`src/hdl/blist_pkg.sv`:
```
`timescale 1ns / 1ps
package blist_pkg;

    localparam int ELEMENT_BITS = 32;
    localparam int CAPACITY     = 64;

    localparam int IDX_W = $clog2(CAPACITY);
    localparam int CNT_W = $clog2(CAPACITY + 1);

    localparam int CMD_W    = 3;
    localparam int INDEX_W  = 8;
    localparam int VALUE_W  = 32;
    localparam int STATUS_W = 2;
    localparam int DATA_W   = 32;
    localparam int POS_W    = 6;
    localparam int COUNT_W  = 7;

    typedef enum logic [CMD_W-1:0] {
        CMD_PUSH      = 3'd0,
        CMD_POP       = 3'd1,
        CMD_READ_IDX  = 3'd2,
        CMD_WRITE_IDX = 3'd3,
        CMD_REMOVE    = 3'd4,
        CMD_READ_LAST = 3'd5
    } t_cmd;

    typedef enum logic [STATUS_W-1:0] {
        ST_OK        = 2'd0,
        ST_BAD_INDEX = 2'd1,
        ST_EMPTY     = 2'd2,
        ST_FULL      = 2'd3
    } t_status;

    typedef enum logic [1:0] {
        WS_PUSH,
        WS_INDEX,
        WS_SHIFT
    } t_wsel;

    typedef enum logic [1:0] {
        RS_INDEX,
        RS_LAST,
        RS_PTR
    } t_rsel;

    typedef enum logic [2:0] {
        S_IDLE,
        S_DECODE,
        S_READ,
        S_SCAN_RD,
        S_SCAN_CMP,
        S_SHIFT_RD,
        S_SHIFT_WR
    } t_state;

    typedef struct packed {
        logic    capture;
        logic    mem_wr;
        t_wsel   wsel;
        logic    mem_rd;
        t_rsel   rsel;
        logic    cnt_inc;
        logic    cnt_dec;
        logic    ptr_clr;
        logic    ptr_inc;
        logic    pos_from_ptr;
        logic    pos_from_cnt;
        logic    data_en;
        logic    finish;
        t_status status;
    } t_dp_cmd;

    typedef struct packed {
        logic [CMD_W-1:0] cmd;
        logic             empty;
        logic             full;
        logic             idx_ok;
        logic             match;
        logic             ptr_last;
        logic             ptr_end;
    } t_dp_stat;

endpackage

```
`src/hdl/blist_ctrl.sv`:
```
`timescale 1ns / 1ps
module blist_ctrl import blist_pkg::*; (
    input  logic     i_clk,
    input  logic     i_rst_n,
    input  logic     i_start,
    input  t_dp_stat i_stat,
    output t_dp_cmd  o_cmd,
    output logic     o_busy
);

    t_state r_state;
    t_state n_state;

    always_ff @(posedge i_clk) begin
        if (!i_rst_n) begin
            r_state <= S_IDLE;
        end else begin
            r_state <= n_state;
        end
    end

    always_comb begin
        n_state = r_state;
        o_cmd   = '0;
        case (r_state)
            S_IDLE: begin
                if (i_start) begin
                    o_cmd.capture = 1'b1;
                    n_state       = S_DECODE;
                end
            end
            S_DECODE: begin
                n_state = S_IDLE;
                case (i_stat.cmd)
                    CMD_PUSH: begin
                        o_cmd.finish = 1'b1;
                        if (i_stat.full) begin
                            o_cmd.status = ST_FULL;
                        end else begin
                            o_cmd.mem_wr       = 1'b1;
                            o_cmd.wsel         = WS_PUSH;
                            o_cmd.cnt_inc      = 1'b1;
                            o_cmd.pos_from_cnt = 1'b1;
                        end
                    end
                    CMD_POP: begin
                        o_cmd.finish = 1'b1;
                        if (i_stat.empty) begin
                            o_cmd.status = ST_EMPTY;
                        end else begin
                            o_cmd.cnt_dec = 1'b1;
                        end
                    end
                    CMD_READ_IDX: begin
                        if (i_stat.idx_ok) begin
                            o_cmd.mem_rd = 1'b1;
                            o_cmd.rsel   = RS_INDEX;
                            n_state      = S_READ;
                        end else begin
                            o_cmd.finish = 1'b1;
                            o_cmd.status = ST_BAD_INDEX;
                        end
                    end
                    CMD_WRITE_IDX: begin
                        o_cmd.finish = 1'b1;
                        if (i_stat.idx_ok) begin
                            o_cmd.mem_wr = 1'b1;
                            o_cmd.wsel   = WS_INDEX;
                        end else begin
                            o_cmd.status = ST_BAD_INDEX;
                        end
                    end
                    CMD_REMOVE: begin
                        if (i_stat.empty) begin
                            o_cmd.finish = 1'b1;
                            o_cmd.status = ST_EMPTY;
                        end else begin
                            o_cmd.ptr_clr = 1'b1;
                            n_state       = S_SCAN_RD;
                        end
                    end
                    CMD_READ_LAST: begin
                        if (i_stat.empty) begin
                            o_cmd.finish = 1'b1;
                            o_cmd.status = ST_BAD_INDEX;
                        end else begin
                            o_cmd.mem_rd = 1'b1;
                            o_cmd.rsel   = RS_LAST;
                            n_state      = S_READ;
                        end
                    end
                    default: begin
                        o_cmd.finish = 1'b1;
                    end
                endcase
            end
            S_READ: begin
                o_cmd.finish  = 1'b1;
                o_cmd.data_en = 1'b1;
                n_state       = S_IDLE;
            end
            S_SCAN_RD: begin
                o_cmd.mem_rd = 1'b1;
                o_cmd.rsel   = RS_PTR;
                n_state      = S_SCAN_CMP;
            end
            S_SCAN_CMP: begin
                if (i_stat.match) begin
                    o_cmd.pos_from_ptr = 1'b1;
                    o_cmd.ptr_inc      = 1'b1;
                    n_state            = S_SHIFT_RD;
                end else if (i_stat.ptr_last) begin
                    o_cmd.finish = 1'b1;
                    o_cmd.status = ST_EMPTY;
                    n_state      = S_IDLE;
                end else begin
                    o_cmd.ptr_inc = 1'b1;
                    n_state       = S_SCAN_RD;
                end
            end
            S_SHIFT_RD: begin
                if (i_stat.ptr_end) begin
                    o_cmd.cnt_dec = 1'b1;
                    o_cmd.finish  = 1'b1;
                    n_state       = S_IDLE;
                end else begin
                    o_cmd.mem_rd = 1'b1;
                    o_cmd.rsel   = RS_PTR;
                    n_state      = S_SHIFT_WR;
                end
            end
            S_SHIFT_WR: begin
                o_cmd.mem_wr  = 1'b1;
                o_cmd.wsel    = WS_SHIFT;
                o_cmd.ptr_inc = 1'b1;
                n_state       = S_SHIFT_RD;
            end
            default: begin
                n_state = S_IDLE;
            end
        endcase
    end

    assign o_busy = (r_state != S_IDLE);

`ifndef NO_ASSERTIONS
    a_finish_to_idle: assert property (@(posedge i_clk) disable iff (!i_rst_n)
        o_cmd.finish |=> (r_state == S_IDLE))
        else $error("controller did not return to idle after finishing");

    a_capture_idle_only: assert property (@(posedge i_clk) disable iff (!i_rst_n)
        o_cmd.capture |-> (r_state == S_IDLE) && !o_cmd.finish)
        else $error("item captured outside idle");

    a_inc_with_push: assert property (@(posedge i_clk) disable iff (!i_rst_n)
        o_cmd.cnt_inc |-> o_cmd.finish && o_cmd.mem_wr)
        else $error("count raised without a store write");
`endif

endmodule

```
`src/hdl/blist_dp.sv`:
```
`timescale 1ns / 1ps
module blist_dp import blist_pkg::*; (
    input  logic                i_clk,
    input  logic                i_rst_n,
    input  t_dp_cmd             i_cmd,
    input  logic [CMD_W-1:0]    i_item_cmd,
    input  logic [INDEX_W-1:0]  i_item_index,
    input  logic [VALUE_W-1:0]  i_item_value,
    output t_dp_stat            o_stat,
    output logic                o_valid,
    output logic [STATUS_W-1:0] o_status,
    output logic [DATA_W-1:0]   o_data,
    output logic [POS_W-1:0]    o_position,
    output logic [COUNT_W-1:0]  o_count
);

    localparam int CMP_W = (CNT_W > INDEX_W) ? CNT_W : INDEX_W;

    logic [ELEMENT_BITS-1:0] r_mem [CAPACITY];

    logic [CMD_W-1:0]        r_cmd;
    logic [INDEX_W-1:0]      r_index;
    logic [ELEMENT_BITS-1:0] r_value;
    logic [CNT_W-1:0]        r_count;
    logic [CNT_W-1:0]        n_count;
    logic [CNT_W-1:0]        r_ptr;
    logic [IDX_W-1:0]        r_pos;
    logic [ELEMENT_BITS-1:0] r_rdata;

    logic                    r_valid;
    logic [STATUS_W-1:0]     r_status;
    logic [DATA_W-1:0]       r_data;
    logic [POS_W-1:0]        r_position;
    logic [COUNT_W-1:0]      r_out_count;

    logic [IDX_W-1:0]        wr_addr;
    logic [ELEMENT_BITS-1:0] wr_data;
    logic [IDX_W-1:0]        rd_addr;

    always_comb begin
        case (i_cmd.wsel)
            WS_PUSH: begin
                wr_addr = IDX_W'(r_count);
                wr_data = r_value;
            end
            WS_INDEX: begin
                wr_addr = IDX_W'(r_index);
                wr_data = r_value;
            end
            WS_SHIFT: begin
                wr_addr = IDX_W'(r_ptr - 1'b1);
                wr_data = r_rdata;
            end
            default: begin
                wr_addr = IDX_W'(r_index);
                wr_data = r_value;
            end
        endcase
    end

    always_comb begin
        case (i_cmd.rsel)
            RS_INDEX: rd_addr = IDX_W'(r_index);
            RS_LAST:  rd_addr = IDX_W'(r_count - 1'b1);
            RS_PTR:   rd_addr = IDX_W'(r_ptr);
            default:  rd_addr = IDX_W'(r_index);
        endcase
    end

    always_ff @(posedge i_clk) begin
        if (i_cmd.mem_wr) begin
            r_mem[wr_addr] <= wr_data;
        end
    end

    always_ff @(posedge i_clk) begin
        if (i_cmd.mem_rd) begin
            r_rdata <= r_mem[rd_addr];
        end
    end

    always_comb begin
        n_count = r_count;
        if (i_cmd.cnt_inc) begin
            n_count = r_count + 1'b1;
        end else if (i_cmd.cnt_dec) begin
            n_count = r_count - 1'b1;
        end
    end

    always_ff @(posedge i_clk) begin
        if (!i_rst_n) begin
            r_count <= '0;
            r_valid <= 1'b0;
        end else begin
            r_count <= n_count;
            r_valid <= i_cmd.finish;
        end
    end

    always_ff @(posedge i_clk) begin
        if (i_cmd.capture) begin
            r_cmd   <= i_item_cmd;
            r_index <= i_item_index;
            r_value <= ELEMENT_BITS'(i_item_value);
            r_pos   <= '0;
        end else if (i_cmd.pos_from_ptr) begin
            r_pos <= IDX_W'(r_ptr);
        end
        if (i_cmd.ptr_clr) begin
            r_ptr <= '0;
        end else if (i_cmd.ptr_inc) begin
            r_ptr <= r_ptr + 1'b1;
        end
        if (i_cmd.finish) begin
            r_status    <= i_cmd.status;
            r_data      <= i_cmd.data_en ? DATA_W'(r_rdata) : '0;
            r_position  <= i_cmd.pos_from_cnt ? POS_W'(r_count) : POS_W'(r_pos);
            r_out_count <= COUNT_W'(n_count);
        end
    end

    assign o_stat.cmd      = r_cmd;
    assign o_stat.empty    = (r_count == '0);
    assign o_stat.full     = (r_count == CNT_W'(CAPACITY));
    assign o_stat.idx_ok   = (CMP_W'(r_index) < CMP_W'(r_count));
    assign o_stat.match    = (r_rdata == r_value);
    assign o_stat.ptr_last = ((CNT_W + 1)'(r_ptr) + 1'b1 >= (CNT_W + 1)'(r_count));
    assign o_stat.ptr_end  = (r_ptr == r_count);

    assign o_valid    = r_valid;
    assign o_status   = r_status;
    assign o_data     = r_data;
    assign o_position = r_position;
    assign o_count    = r_out_count;

`ifndef NO_ASSERTIONS
    a_count_bound: assert property (@(posedge i_clk) disable iff (!i_rst_n)
        r_count <= CNT_W'(CAPACITY))
        else $error("element count beyond capacity");

    a_full_status: assert property (@(posedge i_clk) disable iff (!i_rst_n)
        (r_valid && (r_status == ST_FULL)) |-> (r_out_count == COUNT_W'(CAPACITY)))
        else $error("full reported below capacity");

    a_one_port_op: assert property (@(posedge i_clk) disable iff (!i_rst_n)
        !(i_cmd.mem_wr && i_cmd.mem_rd))
        else $error("store read and written in the same cycle");

    a_count_step: assert property (@(posedge i_clk) disable iff (!i_rst_n)
        !i_cmd.finish |=> (r_count == $past(r_count)) || $past(i_cmd.cnt_dec))
        else $error("count changed outside a finishing step");
`endif

endmodule

```
`src/hdl/bounded_element_list_top.sv`:
```
`timescale 1ns / 1ps
// channel   direction  handshake            payload
// command   in         start && !busy       i_cmd, i_index, i_value
// result    out        o_done (one cycle)   o_status, o_data, o_position, o_count
//
// Push, pop, overwrite, bad index, empty and full cases: decided in the decode state, o_done registered.
// Read index and read last: add a read state (registered read of the element store).
// Remove value: a compare walk from the front, then a left shift of the later elements, empty if not found;
// one store port is shared by the compare walk and the left shift.
// Synchronous active-low reset clears the count to zero; no clearing pass on the store.
// busy goes high after accept and drops in the cycle o_done is shown; results cannot be stalled.
module bounded_element_list_top import blist_pkg::*; (
    input  logic                i_clk,
    input  logic                i_rst_n,
    input  logic                start,
    output logic                busy,
    input  logic [CMD_W-1:0]    i_cmd,
    input  logic [INDEX_W-1:0]  i_index,
    input  logic [VALUE_W-1:0]  i_value,
    output logic                o_done,
    output logic [STATUS_W-1:0] o_status,
    output logic [DATA_W-1:0]   o_data,
    output logic [POS_W-1:0]    o_position,
    output logic [COUNT_W-1:0]  o_count
);

    t_dp_cmd  dp_cmd;
    t_dp_stat dp_stat;

    blist_ctrl u_ctrl (
        .i_clk   (i_clk),
        .i_rst_n (i_rst_n),
        .i_start (start),
        .i_stat  (dp_stat),
        .o_cmd   (dp_cmd),
        .o_busy  (busy)
    );

    blist_dp u_dp (
        .i_clk        (i_clk),
        .i_rst_n      (i_rst_n),
        .i_cmd        (dp_cmd),
        .i_item_cmd   (i_cmd),
        .i_item_index (i_index),
        .i_item_value (i_value),
        .o_stat       (dp_stat),
        .o_valid      (o_done),
        .o_status     (o_status),
        .o_data       (o_data),
        .o_position   (o_position),
        .o_count      (o_count)
    );

endmodule

```
`config.mk`:
```
export PLATFORM = sky130hd
export DESIGN_NAME = bounded_element_list_top
export DESIGN_NICKNAME = d
export VERILOG_FILES = /design/src/hdl/blist_pkg.sv /design/src/hdl/blist_ctrl.sv /design/src/hdl/blist_dp.sv /design/src/hdl/bounded_element_list_top.sv
export SDC_FILE = /design/constraint.sdc
export NUM_CORES = 2
export LEC_CHECK = 0
export BUFFER_PORTS_ARGS = -buffer_cell sky130_fd_sc_hd__buf_2
export CORE_UTILIZATION = 62
export DETAILED_ROUTE_END_ITERATION = 12
export HOLD_SLACK_MARGIN = 0.06
export PLACE_DENSITY_LB_ADDON = 0.08
export SETUP_SLACK_MARGIN = 0.3
export SYNTH_ARGS = -nofsm -noshare
export SYNTH_HDL_FRONTEND = slang
export SYNTH_SLANG_ARGS = --single-unit
```
`constraint.sdc`:
```
create_clock -name i_clk -period 7.3 [get_ports i_clk]
set_input_delay 1.825 -clock i_clk [delete_from_list [all_inputs] [get_ports i_clk]]
set_output_delay 1.825 -clock i_clk [all_outputs]
set_load 0.01 [all_outputs]
```
After elaboration in Yosys (flattened, before gate mapping):

Memories as Yosys holds them, arrays and structs flattened. A register that Yosys moved wholly into a read port is not among the register bits.
Cells that the tools add are included.

* add/sub/neg operators: 5
* magnitude comparators: 2
* shifts and indexed selects: 0
* reductions and logical operators: 5
* mux-type cells: 54
* divide/modulo/power cells: 0
* multipliers: 0
* eq/ne operators: 18
* bitwise operators: 0

Operators with widths (count)
* $mux W3: 12
* $eq A32 B32 Y1: 1
* $mux W32: 1
* $pmux W6 S2: 2
* $mux W1: 18
* $pmux W3 S2: 3
* $pmux W3 S3: 2
* $pmux W3 S6: 1
* $eq A3 B3 Y1 const B: 5
* $add A7 B1 Y7 const B: 2
* $mux W7: 2
* $eq A3 B2 Y1 const B: 4
* $mux W2: 6
* $pmux W2 S6: 1
* $add A7 B1 Y8 const B: 1
* $ge A8 B7 Y1: 1
* $lt A8 B7 Y1: 1
* $eq A7 B7 Y1: 1
* $eq A7 B7 Y1 const B: 1
* $logic_not A7 Y1: 1
* $sub A7 B1 Y7 const B: 1
* $eq A3 B1 Y1 const B: 2
* $logic_not A3 Y1: 2
* $mux W6: 1
* other kinds (10): 12

* memory bits (writable): 2048
* memories: 1
* logic and storage cells: 97
* memory bits (read-only): 0
* bits in latches: 0
* register bits after elaboration: 114
* bits of input ports: 46

Memories
* u_dp.r_mem: words 64, bits a word 32, rd ports 1, clocked after Yosys merged registers in 1, write ports 1, line blist_dp.sv:19 `logic [ELEMENT_BITS-1:0] r_mem [CAPACITY];`

Depth between registers and ports, before layout:

* depth after elaboration: 6
* mapped depth: 21
* gate-level depth less buffers: 15

Modules after synthesis:

Synthesis repeated with hierarchy kept, for this count alone.

* cells, all modules: 5800
* area, all modules: 87053.5 µm²

By module, submodules not included
* blist_dp: times used 1, cells each 5726, area an instance 86565.5 µm²
* blist_ctrl: times used 1, cells each 74, area an instance 488.0 µm²

Worst setup path after synthesis:

No wires, ideal clock.

* path type: reg2reg
* start point: register u_dp.r_count[1]
* end point: memory u_dp.r_mem[10][0], enable pin
* stages on the path, launching flop included: 13
* required time: 6787 ps
* setup time: 513 ps
* data arrival time: 6059 ps
* path slack: 728 ps
* cells stage by stage: dfxtp_1 -> clkbuf_1 -> inv_1 -> ha_1 -> a21o_1 -> a21oi_1 -> and3b_1 -> or4_4 -> buf_6 -> buf_6 -> mux2i_1 -> buf_2 -> nor4b_1

* word-level cells in the longest chain between the ends: 6
* elaborated cells on any way between the ends: 11

RTL lines
* start: declaration: line blist_dp.sv:24 `logic [CNT_W-1:0] r_count;`
* start signal: assignment: line blist_dp.sv:96 `r_count <= n_count;`
* $lt A8 B7 Y1 or $eq A7 B7 Y1 (tied branches): line blist_dp.sv:126, blist_dp.sv:125
* $mux W3 (on tied branches): line blist_ctrl.sv:66, blist_ctrl.sv:37
* $pmux W3 S2: line blist_ctrl.sv:34 `case (i_stat.cmd)`
* $pmux W3 S2: line blist_ctrl.sv:25 `case (r_state)`
* $eq A2 B2 Y1 (tied with other cells): line blist_dp.sv:41 `case (i_cmd.wsel)`
* $pmux W6 S2 or $mux W1 (tied branches): line blist_dp.sv:41, blist_dp.sv:72
* end: declaration: line blist_dp.sv:19

Parallel ways exist; a longest one is shown, timed or not.

Worst setup path after layout:

* start point: register u_dp.r_count[0]
* end point: register u_dp.r_rdata[12] (read register of u_dp.r_mem) (data pin)

* word-level cells in the longest chain between the ends: 6
* elaborated cells on any way between the ends: 12

RTL lines
* $logic_not A7 Y1: line blist_dp.sv:124 `assign o_stat.empty = (r_count == '0);`
* $mux W3: line blist_ctrl.sv:83 `if (i_stat.empty) begin`
* $pmux W3 S2: line blist_ctrl.sv:34
* $pmux W3 S3: line blist_ctrl.sv:25
* $eq A2 B2 Y1 or $eq A2 B1 Y1 (tied branches): line blist_dp.sv:62 `case (i_cmd.rsel)`
* $pmux W6 S2: line blist_dp.sv:62
* end: declaration: line blist_dp.sv:28 `logic [ELEMENT_BITS-1:0] r_rdata;`

Parallel ways exist; a longest one is shown, timed or not.
A chain may end at the register's enable or synchronous reset.

==> flow_metrics.tcl <==
set metrics [dict create \
    async_reset_ff_share_pct 0 \
    grt_pass1_vias 45230 \
    worst_ep_arrival_time_ns 7.27 \
    gp_congestion 0.9143 \
    synth_edf_count 2170 \
    grt_util_met3_pct 6.680 \
    avgSynthCellArea_um2 18.85 \
    portBuffers 94 \
    firstDrtPassIters 6 \
    wl_per_cell_um 34.80 \
    layout_min_cycle_time_ns 6.710 \
    antenna_found_initial 9 \
    die_y_um 374.4 \
    worst_pin_slew_ns 1.649 \
    postRouteAntennaNets 0 \
    violations "capacitance limit, slew limit" \
    syn-cell-area_um2 86000 \
    slew_headroom_pct -10.65 \
    slowest_delay_ns 1.29 \
    worstPathRequired_ns 7.86 \
    grtUsageTotal_pct 33.66 \
    dp_hpwl_mm 128.2 \
    core-area_um2 137500 \
    use_met2_pct 51.45 \
    status "finished with violations" \
    cp_cell_sequence "inv_1 > ha_1 > nor3b_2 > nand2_1 > o21bai_1 > nor2_1 > ha_1 > nand2b_1 > o31a_2 > buf_4 > mux2i_1 > a221oi_1 > a311oi_1 > a22oi_1 > mux2_2" \
    p_sw_share_pct 21.72 \
    synth.area.top_cells "edfxtp_1, mux4_2, nand2_1" \
    ys.flop_type "edfxtp_1" \
    combPwrFrac_pct 5.7 \
    drc 0 \
    postSynthCellCount 4562 \
    crit_path_end_kind "register" \
    cts.path.max_buffers 3 \
    clkLatencyLatePin_ns 0.83 \
    hold_path_class "reg -> reg" \
    hold_viol 0 \
    top_usage_layer "met2" \
    clock_skew_ns 0.02360 \
    clkPwrFrac_pct 40.0 \
    cts_tree "done" \
    clock-sinks 2194 \
    p_seq_share_pct 54.3 \
    met1_usage_pct 46.89 \
    routed_wl_mm 234.6 \
    fin_area_um2 96090 \
    ctsResizeCount 0 \
    worst_setup_hold_path_clk_slew_ns 0.06 \
    clock.fmax_mhz 149.0 \
    placed_cell_area_um2 89650 \
    ys_seq_area_share_pct 76.33 \
    synth_seq_cells 2194 \
    tns_ns 0 \
    std_cell_rows 136 \
    grt_max_degree 95 \
    rsz0062_at_grt "no" \
    syn2layout_area_growth_pct 11.72 \
    slowest_stage "a311oi_1" \
    chipWidth_um 374.4 \
    crit_buf_inv 2 \
    ios 95 \
    power_switching_uw 5578 \
    fin_crit_sh_pct 91.92 \
    synth_nets 4627 \
    yosysTopAreaCell "edfxtp_1" \
    critPathMaxFanout 23 \
    worstSetupPathType "reg -> reg" \
    start_util_pct 62.55 \
    drt_iter0_markers 7215 \
    ir_worst_vdd_mv 0.2912 \
    p_int_uw 20100 \
    p_leak_uw 0.03085 \
    hold_buffers 0 \
    overflow 0 \
    fill_cells 8454 \
    final_max_slew_viol_count 2 \
    synth_top_area_share_pct 75.77 \
    start_kind "register" \
    grt_pass1_wl_mm 330.3 \
    synth_cell_type_count 73 \
    h-tree-depth 4 \
    layout_commonest_cell "edfxtp_1" \
    max-cap-violations 1 \
    nets 4831 \
    path_delay_family "compound AO/OA/AOI/OAI gates" \
    die-area_um2 140200 \
    root_buffer "clkbuf_16" \
    crit_top_cell "ha_1" \
    final_layout_size_suffix_gt1_share_pct 21.50 \
    yosysWarningCount 0 \
    vias_per_cell 6.969 \
    cts_setup_buffers 0 \
    vias 46980 \
    setup_viol 0 \
    layout_common_cells "edfxtp_1, nand2_1, mux4_2" \
    power.density_nw_per_um2 267.2 \
    cts_buffers 209 \
]
[power by group through the flow]
stage                     clock network (uW)  registers [uW]  logic [uW]
after floorplan                            0           14200         887
after global placement                     0           14200        1420
after detailed placement                   0           14200        1440
after CTS                              10400           13900        1440
after global routing                   10800           13900        1520
final                                  10300           13900        1450
[cells by family (layout without fill, tap and decap cells)]
family / count (synthesis) / in the layout / synth area share, %
buf+inv: 308 / 691 / 1.651
fa+ha+maj: 19 / 19 / 0.2764
compound gates: 626 / 626 / 5.153
xor+xnor: 54 / 54 / 0.5499
other cells: 0 / 2 / 0
mux: 524 / 524 / 11.32
flops: 2194 / 2194 / 76.33
simple gates: 837 / 837 / 4.722
[synthesized netlist by cell type (5+ instances only)]
library cell and count:
xor2_1 41, nor3_1 5, a221oi_1 50, a21o_1 5, mux4_2 351, and4_1 20
nand3_1 126, o211ai_1 59, ha_1 19, clkbuf_1 141, nor2b_1 12, nor4b_2 5
a31oi_1 24, and3_1 9, mux2i_2 6, buf_6 13, o21ai_0 29, nor2_1 47
a311oi_1 20, edfxtp_1 2170, buf_1 35, nand2b_1 10, a211oi_1 8, and2_1 52
dfxtp_1 24, inv_1 20, o311ai_0 19, a22oi_1 141, a32o_1 18, nor4_1 48
nor4b_1 11, nand2_1 457, xnor2_1 13, mux2_2 45, a31o_2 6, nor4_2 14
buf_2 82, mux2i_1 118, a32oi_1 17, buf_4 17, a21oi_1 177, a2111oi_0 8
a22o_1 12
[tightest hold or removal path, delay by kind of cell (launching register included)]
| family | cells | cell delay [ns] |
|---|---|---|
| and+or+nand+nor | 1 | 0.07 |
| AOI/OAI and AO/OA | 1 | 0.06 |
| DFF | 1 | 0.33 |
[sequential cells by signal, indices dropped and copies added, names as in the netlist]
register,count
u_dp.r_rdata,32
u_dp.r_pos,6
u_dp.o_count,7
u_dp.r_mem,2048
u_dp.o_status,2
u_dp.o_valid,1
u_ctrl.r_state,3
u_dp.r_ptr,7
u_dp.o_data,32
u_dp.r_count,7
u_dp.r_index,8
u_dp.r_value,32
u_dp.r_cmd,3
u_dp.o_position,6
[cell type report]
class,instances,area [um^2],area share [%]
Clock inverter,123,935.9,0.9740
Tap cell,1794,2245,2.336
Timing Repair Buffer,281,2110,2.195
Antenna cell,2,5.005,0.005209
Multi-Input combinational cell,2060,19580,20.38
Sequential cell,2194,65640,68.32
Clock buffer,267,5490,5.714
Inverter,20,75.07,0.07813
[per-stage QoR]
stage	power (uW)	worst slack, ns	cells	utilization (%)	hold WS (ns)
2_1_floorplan	15100	0.7281	4562	-	0.4505
3_3_place_gp	15630	0.7190	6347	65.20	0.4690
3_5_place_dp	15660	0.8762	6349	65.21	0.4814
4_1_cts	25750	0.8046	6739	69.88	0.4949
5_1_grt	26280	0.3785	6739	69.88	0.5416
6_report	25680	0.5899	6741	69.88	0.4991
[layer usage]
metal / up-vias / part of all wire, %
met2: 2945 / 46
met1: 24430 / 37
met4: 6 / 5.7
met5: - / 0.015
met3: 530 / 10
li1: 19070 / -
[final timing paths]
kind / depth (start not counted) / from / to / slack (ns)
hold / removal: 2 / u_dp.r_pos[1]$_SDFFE_PP0P_ / u_dp.r_pos[1]$_SDFFE_PP0P_ / 0.50
setup / recovery: 15 / u_dp.r_count[0]$_SDFF_PN0_ / u_dp.r_rdata[12]$_DFFE_PP_ / 0.59
hold reg to reg: 2 / u_dp.r_pos[1]$_SDFFE_PP0P_ / u_dp.r_pos[1]$_SDFFE_PP0P_ / 0.50
setup reg to reg: 15 / u_dp.r_count[0]$_SDFF_PN0_ / u_dp.r_rdata[12]$_DFFE_PP_ / 0.59
Power figures use the tool's default switching activity.
